--- config.mk ---
export PLATFORM = sky130hd
export DESIGN_NAME = bpf_instruction_decoder_top
export DESIGN_NICKNAME = d
export VERILOG_FILES = /design/src/hw/rtl/bpfid_pkg.sv /design/src/hw/rtl/bpf_instruction_decoder_top.sv
export VERILOG_INCLUDE_DIRS = /design/src /design/src/hw/rtl
export SDC_FILE = /design/constraint.sdc
export NUM_CORES = 1
export LEC_CHECK = 0
export ABC_AREA = 1
export BUFFER_PORTS_ARGS = -buffer_cell sky130_fd_sc_hd__buf_2
export CORE_MARGIN = 4
export CORE_UTILIZATION = 56
export CTS_CLUSTER_DIAMETER = 50
export DETAILED_ROUTE_END_ITERATION = 12
export PLACE_DENSITY = 0.89
export REMOVE_ABC_BUFFERS = 1
export SETUP_SLACK_MARGIN = 0.1
export SLEW_MARGIN = 0
export SYNTH_ARGS = -nofsm -noshare
export SYNTH_HDL_FRONTEND = slang
export SYNTH_SLANG_ARGS = --single-unit
--- constraint.sdc ---
create_clock -name i_clk -period 9.2 [get_ports i_clk]
set_input_delay 0.92 -clock i_clk [delete_from_list [all_inputs] [get_ports i_clk]]
set_output_delay 0.92 -clock i_clk [all_outputs]
set_load 0.01 [all_outputs]
--- src/hw/rtl/bpf_instruction_decoder_top_macros.svh ---
`ifndef BPF_INSTRUCTION_DECODER_TOP_MACROS_SVH
`define BPF_INSTRUCTION_DECODER_TOP_MACROS_SVH

// Same-cycle implication, checked on i_clk, off while in reset
`define BPFID_ASSERT_NOW(lbl, ante, cons, msg) \
    lbl: assert property (@(posedge i_clk) disable iff (!i_rst_n) \
        (ante) |-> (cons)) else $error(msg);

// Next-cycle implication
`define BPFID_ASSERT_NEXT(lbl, ante, cons, msg) \
    lbl: assert property (@(posedge i_clk) disable iff (!i_rst_n) \
        (ante) |=> (cons)) else $error(msg);

`endif

--- src/hw/rtl/bpfid_pkg.sv ---
package bpfid_pkg;

    localparam int unsigned K_W    = 32;
    localparam int unsigned OFFS_W = 8;

    // instruction classes
    localparam logic [2:0] CLS_LD   = 3'd0;
    localparam logic [2:0] CLS_LDX  = 3'd1;
    localparam logic [2:0] CLS_ST   = 3'd2;
    localparam logic [2:0] CLS_STX  = 3'd3;
    localparam logic [2:0] CLS_ALU  = 3'd4;
    localparam logic [2:0] CLS_JMP  = 3'd5;
    localparam logic [2:0] CLS_RET  = 3'd6;
    localparam logic [2:0] CLS_MISC = 3'd7;

    // load modes, code bits 7:5
    localparam logic [2:0] MODE_IMM = 3'd0;
    localparam logic [2:0] MODE_ABS = 3'd1;
    localparam logic [2:0] MODE_MEM = 3'd3;
    localparam logic [2:0] MODE_LEN = 3'd4;

    // ALU op index, code bits 7:4
    localparam logic [3:0] ALU_NEG = 4'h8;
    localparam logic [3:0] ALU_XOR = 4'hA;

    // jump op index, code bits 7:4
    localparam logic [3:0] JOP_JA   = 4'h0;
    localparam logic [3:0] JOP_JEQ  = 4'h1;
    localparam logic [3:0] JOP_JGE  = 4'h3;
    localparam logic [3:0] JOP_JSET = 4'h4;

    // return value source, code bits 4:3
    localparam logic [1:0] RVAL_K = 2'd0;
    localparam logic [1:0] RVAL_A = 2'd2;

    localparam logic [1:0] KIND_ASSIGN = 2'd0;
    localparam logic [1:0] KIND_JUMP   = 2'd1;
    localparam logic [1:0] KIND_RET    = 2'd2;

    localparam logic [1:0] DST_A   = 2'd0;
    localparam logic [1:0] DST_X   = 2'd1;
    localparam logic [1:0] DST_MEM = 2'd2;

    localparam logic [3:0] OP_ASSIGN = 4'd0;
    localparam logic [3:0] OP_XOR    = 4'd10;

    localparam logic [3:0] SRC_A       = 4'd0;
    localparam logic [3:0] SRC_X       = 4'd1;
    localparam logic [3:0] SRC_CONST   = 4'd2;
    localparam logic [3:0] SRC_MEM     = 4'd3;
    localparam logic [3:0] SRC_SYS     = 4'd4;
    localparam logic [3:0] SRC_LOWARG  = 4'd8;
    localparam logic [3:0] SRC_HIGHARG = 4'd9;
    localparam logic [3:0] SRC_LEN     = 4'd10;

    localparam logic [2:0] CMP_EQ  = 3'd0;
    localparam logic [2:0] CMP_SET = 3'd3;
    localparam logic [2:0] CMP_NE  = 3'd4;

    localparam logic [5:0] ARG_BASE = 6'h10;

    typedef struct packed {
        logic [15:0]       code;
        logic [OFFS_W-1:0] jt;
        logic [OFFS_W-1:0] jf;
        logic [K_W-1:0]    k;
    } t_insn;

    typedef struct packed {
        logic [1:0]        kind;
        logic [1:0]        dst;
        logic [3:0]        op;
        logic [3:0]        src;
        logic [K_W-1:0]    value;
        logic              cond;
        logic              neg;
        logic [2:0]        cmp;
        logic [K_W-1:0]    jt;
        logic [OFFS_W-1:0] jf;
        logic              inv;
    } t_dec;

endpackage

--- src/hw/rtl/bpf_instruction_decoder_top.sv ---
// Classic seccomp BPF instruction decoder.
// An accepted request passes the input register, then the result register, to o_valid.
// Throughput: one instruction per cycle unless stalled; registers decouple the sides.
// Reset (i_rst_n low, synchronous) empties both stages; payload registers are not reset.
`include "bpf_instruction_decoder_top_macros.svh"

module bpf_instruction_decoder_top (
    input  logic                              i_clk,
    input  logic                              i_rst_n,
    input  logic                              i_valid,
    output logic                              o_stall,
    input  logic [15:0]                       i_code,
    input  logic [bpfid_pkg::OFFS_W-1:0]      i_true_offset,
    input  logic [bpfid_pkg::OFFS_W-1:0]      i_false_offset,
    input  logic [bpfid_pkg::K_W-1:0]         i_operand_k,
    output logic                              o_valid,
    input  logic                              i_stall,
    output logic [1:0]                        o_kind,
    output logic [1:0]                        o_destination,
    output logic [3:0]                        o_operation,
    output logic [3:0]                        o_source_kind,
    output logic [bpfid_pkg::K_W-1:0]         o_value,
    output logic                              o_conditional,
    output logic                              o_negated,
    output logic [2:0]                        o_comparator,
    output logic [bpfid_pkg::K_W-1:0]         o_jump_true,
    output logic [bpfid_pkg::OFFS_W-1:0]      o_jump_false,
    output logic                              o_invalid
);
    import bpfid_pkg::*;

    logic   r_in_valid;
    t_insn  r_in;
    logic   r_out_valid;
    t_dec   r_out;
    t_dec   n_out;

    logic       out_en;
    logic       in_en;
    logic [7:0] c;
    logic [2:0] cls;
    logic [3:0] idx;
    logic [5:0] arg_off;
    logic       swap;

    assign out_en  = !r_out_valid || !i_stall;
    assign in_en   = !r_in_valid || out_en;
    assign o_stall = !in_en;

    always_ff @(posedge i_clk) begin
        if (!i_rst_n) begin
            r_in_valid <= 1'b0;
        end else if (in_en) begin
            r_in_valid <= i_valid;
        end
        if (in_en && i_valid) begin
            r_in <= '{code: i_code, jt: i_true_offset, jf: i_false_offset, k: i_operand_k};
        end
    end

    assign c       = r_in.code[7:0];
    assign cls     = c[2:0];
    assign idx     = c[7:4];
    assign arg_off = r_in.k[5:0] - ARG_BASE;
    assign swap    = (r_in.jt == '0) && (r_in.jf != '0);

    always_comb begin
        n_out = '0;
        unique case (cls)
            CLS_LD, CLS_LDX: begin
                n_out.kind = KIND_ASSIGN;
                n_out.dst  = (cls == CLS_LD) ? DST_A : DST_X;
                priority if (c[7:5] == MODE_IMM) begin
                    n_out.src   = SRC_CONST;
                    n_out.value = r_in.k;
                end else if (c[7:5] == MODE_MEM) begin
                    n_out.src   = SRC_MEM;
                    n_out.value = r_in.k;
                end else if (c[7:5] == MODE_LEN) begin
                    n_out.src = SRC_LEN;
                end else if (c[7:5] == MODE_ABS) begin
                    // word index k>>2: 0..3 fixed fields, 4..15 argument halves
                    priority if (|r_in.k[K_W-1:6]) begin
                        n_out.inv = 1'b1;
                    end else if (r_in.k[5:4] == 2'd0) begin
                        n_out.src = SRC_SYS + {2'b00, r_in.k[3:2]};
                    end else begin
                        n_out.src   = r_in.k[2] ? SRC_HIGHARG : SRC_LOWARG;
                        n_out.value = {{(K_W-3){1'b0}}, arg_off[5:3]};
                    end
                end else begin
                    n_out.inv = 1'b1;
                end
            end
            CLS_ST, CLS_STX: begin
                n_out.kind  = KIND_ASSIGN;
                n_out.dst   = DST_MEM;
                n_out.src   = (cls == CLS_ST) ? SRC_A : SRC_X;
                n_out.value = r_in.k;
            end
            CLS_ALU: begin
                n_out.kind = KIND_ASSIGN;
                n_out.dst  = DST_A;
                priority if (idx <= ALU_NEG) begin
                    n_out.op = idx + 4'd1;
                end else if (idx == ALU_XOR) begin
                    n_out.op = OP_XOR;
                end else begin
                    n_out.op  = OP_ASSIGN;
                    n_out.inv = 1'b1;
                end
                priority if (c[3]) begin
                    n_out.src = SRC_X;
                end else if (idx == ALU_NEG) begin
                    n_out.src = SRC_A;
                end else begin
                    n_out.src   = SRC_CONST;
                    n_out.value = r_in.k;
                end
            end
            CLS_JMP: begin
                n_out.kind = KIND_JUMP;
                if (idx == JOP_JA) begin
                    n_out.jt = r_in.k;
                end else begin
                    n_out.cond = 1'b1;
                    n_out.jt   = {{(K_W-OFFS_W){1'b0}}, swap ? r_in.jf : r_in.jt};
                    n_out.jf   = swap ? r_in.jt : r_in.jf;
                    priority if (idx == JOP_JSET) begin
                        n_out.cmp = CMP_SET;
                        n_out.neg = swap;
                    end else if (idx <= JOP_JGE) begin
                        // swapped offsets take the reverse comparator
                        n_out.cmp = swap ? (idx[2:0] + CMP_SET)
                                         : (idx[2:0] - JOP_JEQ[2:0]);
                    end else begin
                        n_out.cmp = CMP_EQ;
                        n_out.inv = 1'b1;
                    end
                    if (c[3]) begin
                        n_out.src = SRC_X;
                    end else begin
                        n_out.src   = SRC_CONST;
                        n_out.value = r_in.k;
                    end
                end
            end
            CLS_RET: begin
                n_out.kind = KIND_RET;
                priority if (c[4:3] == RVAL_K) begin
                    n_out.src   = SRC_CONST;
                    n_out.value = r_in.k;
                end else if (c[4:3] == RVAL_A) begin
                    n_out.src = SRC_A;
                end else begin
                    n_out.inv = 1'b1;
                end
            end
            CLS_MISC: begin
                // TAX when the upper bits are clear, TXA otherwise
                n_out.kind = KIND_ASSIGN;
                if (c[7:3] == 5'd0) begin
                    n_out.dst = DST_X;
                    n_out.src = SRC_A;
                end else begin
                    n_out.dst = DST_A;
                    n_out.src = SRC_X;
                end
            end
            default: begin
                n_out = '0;
            end
        endcase
    end

    always_ff @(posedge i_clk) begin
        if (!i_rst_n) begin
            r_out_valid <= 1'b0;
        end else if (out_en) begin
            r_out_valid <= r_in_valid;
        end
        if (out_en && r_in_valid) begin
            r_out <= n_out;
        end
    end

    assign o_valid       = r_out_valid;
    assign o_kind        = r_out.kind;
    assign o_destination = r_out.dst;
    assign o_operation   = r_out.op;
    assign o_source_kind = r_out.src;
    assign o_value       = r_out.value;
    assign o_conditional = r_out.cond;
    assign o_negated     = r_out.neg;
    assign o_comparator  = r_out.cmp;
    assign o_jump_true   = r_out.jt;
    assign o_jump_false  = r_out.jf;
    assign o_invalid     = r_out.inv;

    `BPFID_ASSERT_NOW(a_stall_full, o_stall, r_in_valid && r_out_valid, "stall with a free stage")
    `BPFID_ASSERT_NEXT(a_accept_lands, i_valid && !o_stall, r_in_valid, "accepted request lost")
    `BPFID_ASSERT_NOW(a_nonjump_clear, o_valid && o_kind != KIND_JUMP, !o_conditional && o_jump_true == '0 && o_jump_false == '0, "jump fields set on non-jump")
    `BPFID_ASSERT_NOW(a_neg_jset, o_valid && o_negated, o_conditional && o_comparator == CMP_SET, "negate outside bit test")

endmodule

==> key figures <==
Detailed routing
  • Vias: 3,922
  • Initial DRC Count: 285
  • Vias/cell: 5.167
  • Drt drc: 0
  • Antenna viol nets, final: 0
  • Drt total wl: 12,910 um
  • DR pass1 iterations: 5
  • WL/cell: 17.01 um

Power and ir drop
  • Pwr Density: 219.4 nW/um^2
  • Worst vdd ir: 0.2035 mV
  • Pleak: 3.199 nW
  • Final Power: 1.614 mW

Synthesis
  • Asr flop ratio synth: 0%
  • Synth top area cells: edfxtp_1, inv_1, nand2_1, nor2_1, a21oi_1
  • Top post-synthesis cells by count: edfxtp_1, inv_1, nand2_1, nor2_1
  • Syn Inst Count: 447
  • Cell variety after synth: 27
  • Largest area contributor in the netlist: edfxtp_1
  • Yosys warnings: 0
  • Top-area cell type share of the netlist area: 75.11%
  • FF+latch count, synth: 148
  • Top_reg_cell synth: edfxtp_1
  • Syn_area_per_cell: 13.06 um^2
  • EDFF count, synth: 146
  • Mapped Area: 5837 um^2
  • Most frequent cell after synthesis: edfxtp_1
  • Post-synthesis sequential area ratio: 75.80%

Flow run
  • Max-cap violations: 0

Floorplanning
  • Std-Cell Rows: 37
  • Initial Util: 57.05%
  • Die width: 110.1 um
  • Die ar.: 12,120 um^2
  • Core Area: 10,230 um^2
  • Die Y: 110.1 um
  • IO Count: 160

STA
  • Layout Skew: 0.009109 ns
  • Endpoints failing hold: 0
  • Measured slew at the worst slew-check pin: 1.130 ns
  • Headroom to the max-slew limit: 24.66%
  • Tcrit/Tclk final: 24.97%
  • Setup violations, final: 0
  • Period minus WS final: 2.298 ns
  • Final setup TNS: 0 ns
  • RSZ-0062 raised after global routing: false
  • Max-slew violations: 0
  • Max Clock Freq: 0.4352 GHz

Clock tree
  • Post-CTS Setup Bufs: 0
  • Cts hold-fix bufs: 0
  • Post-cts sizing count: 0
  • Root Driver: clkbuf_8
  • CTS tree: yes
  • Worst-Skew Late Latency: 0.52 ns
  • Max clock buf depth: 2
  • CTS Sinks: 148
  • Max H-tree Level: 4
  • Clock slew at reported path FFs: 0.06 ns
  • CTS buffer count: 17

GRT
  • Initial antenna violation count: 1
  • First-pass GRT wire length: 19,580 um
  • Global Route Usage Sum: 22.07%
  • Vias in the first global route: 3,870
  • Total grt overflow: 0
  • Largest net degree at the start of global routing: 91

Critical path
  • Setup slack, reg-to-reg: 6.94 ns
  • Worst r2r dst: o_jump_true[2]
  • WP data required: 8.28 ns
  • R2R depth: 7
  • Kind of critical path: in -> out
  • CP Launch Type: input port
  • Worst-path maximum fanout: 2
  • Arr. time, crit path: 1.38 ns
  • CP Capture Type: output port
  • Reg2Reg Launch Point: c[5]

Worst hold path
  • Hold Path Stages: 2
  • Min-delay src: r_in_valid
  • HP Class: reg -> reg
  • Hold Crit Endpoint: o_valid

Cells and area
  • Ant diodes: 0
  • Layout cells sized above 1: 33.87%
  • NumNets Final: 681
  • Area delta synth->final: 26.05%

Placement
  • Routability-driven placement congestion ratio: 0.8731
  • Port Buf Inserts: 151
  • Post-DP HPWL: 8485 um

Status
  • Status: complete, no violations
-- per-stage QoR --
stage | std cells | util (%) | hold WS, ns | area, um^2 | setup slack [ns]
2_1_floorplan | 435 | - | 0.4525 | 5759 | 3.341
3_3_place_gp | 727 | 65.82 | 0.5040 | 6734 | 6.779
3_5_place_dp | 727 | 65.82 | 0.5369 | 6734 | 6.746
4_1_cts | 759 | 71.91 | 0.5447 | 7357 | 6.898
5_1_grt | 759 | 71.91 | 0.5380 | 7357 | 6.708
6_report | 759 | 71.91 | 0.5397 | 7357 | 6.902
-- report_power, final --
group          switching, mW  leakage [nW]  internal, mW
combinational         0.0660          1.42        0.0335
clock                  0.256         0.302         0.465
sequential            0.0144          1.47         0.779
-- cells in the final DEF (no fill, tap or decap) --
cell	n
a21oi_1	27
nor2_1	55
clkinv_4	1
nor3_2	1
clkinv_2	2
dfxtp_1	2
nand3_2	3
bufinv_16	5
nor2_4	1
buf_4	5
buf_2	151
clkinvlp_4	1
a21oi_2	10
inv_6	2
nor2_2	3
xnor2_1	1
a21boi_1	1
a21oi_4	1
and3_1	1
nand2_1	58
inv_2	7
nor3_4	1
clkbuf_8	1
o21ai_0	6
o211ai_1	1
inv_1	58
nand4_1	5
clkinv_1	4
ha_1	3
nor4_1	2
clkbuf_16	16
edfxtp_1	146
a31oi_1	1
nand3_1	28
nor3_1	13
-- metal layers --
metal / vias to the layer above / GRT usage (%) / wire length [um] / share of wire [%]
li1: 1872 / - / - / -
met5: - / 0 / 13 / 0.10
met2: 189 / 36.74 / 6506 / 50
met1: 1845 / 27.02 / 4991 / 39
met4: 2 / 7.740 / 116 / 0.90
met3: 14 / 7.513 / 1283 / 9.9
-- how the worst max path moves through the flow --
stage,start,to,slack (ns),cells after the start
4_1_cts,i_stall,o_stall,6.90,4
6_report,i_stall,o_stall,6.90,4
3_3_place_gp,i_stall,o_value[19],6.78,3
2_1_floorplan,i_stall,o_comparator[0],3.34,1
3_5_place_dp,i_stall,o_jump_true[22],6.75,3
5_1_grt,c[5],o_jump_true[2],6.71,7
-- flip-flops by register name, indices dropped and copies added (netlist names) --
signal / cells
c: 8
o_comparator: 3
o_conditional: 1
o_destination: 2
o_invalid: 1
o_jump_false: 8
o_jump_true: 32
o_kind: 2
o_negated: 1
o_operation: 4
o_source_kind: 4
o_valid: 1
o_value: 32
r_in: 48
r_in_valid: 1
-- logic make-up after synthesis --
kind of cell             synth area share (%)
AND/OR/NAND/NOR                         13.12
flip-flops                              75.80
buffers and inverters                   5.509
AO/OA/AOI/OAI                           4.780
adder cells (fa/ha/maj)                0.6432
XOR/XNOR                               0.1501
-- layout make-up --
| class | count | area, um^2 |
|---|---|---|
| clock buffer | 17 | 414.1 |
| clock inverter | 15 | 209.0 |
| fill | 675 | 2874 |
| inverter | 65 | 244.0 |
| multi-input combinational | 222 | 1102 |
| sequential | 148 | 4424 |
| tap | 136 | 170.2 |
| timing repair buffer | 156 | 793.3 |
-- worst max-delay path, cell delays in order --
cell     delay (ns)
buf_2          0.11
nand2_1        0.07
nor2_1         0.12
buf_2          0.15
Note: power is estimated with default switching activity, not from simulation.
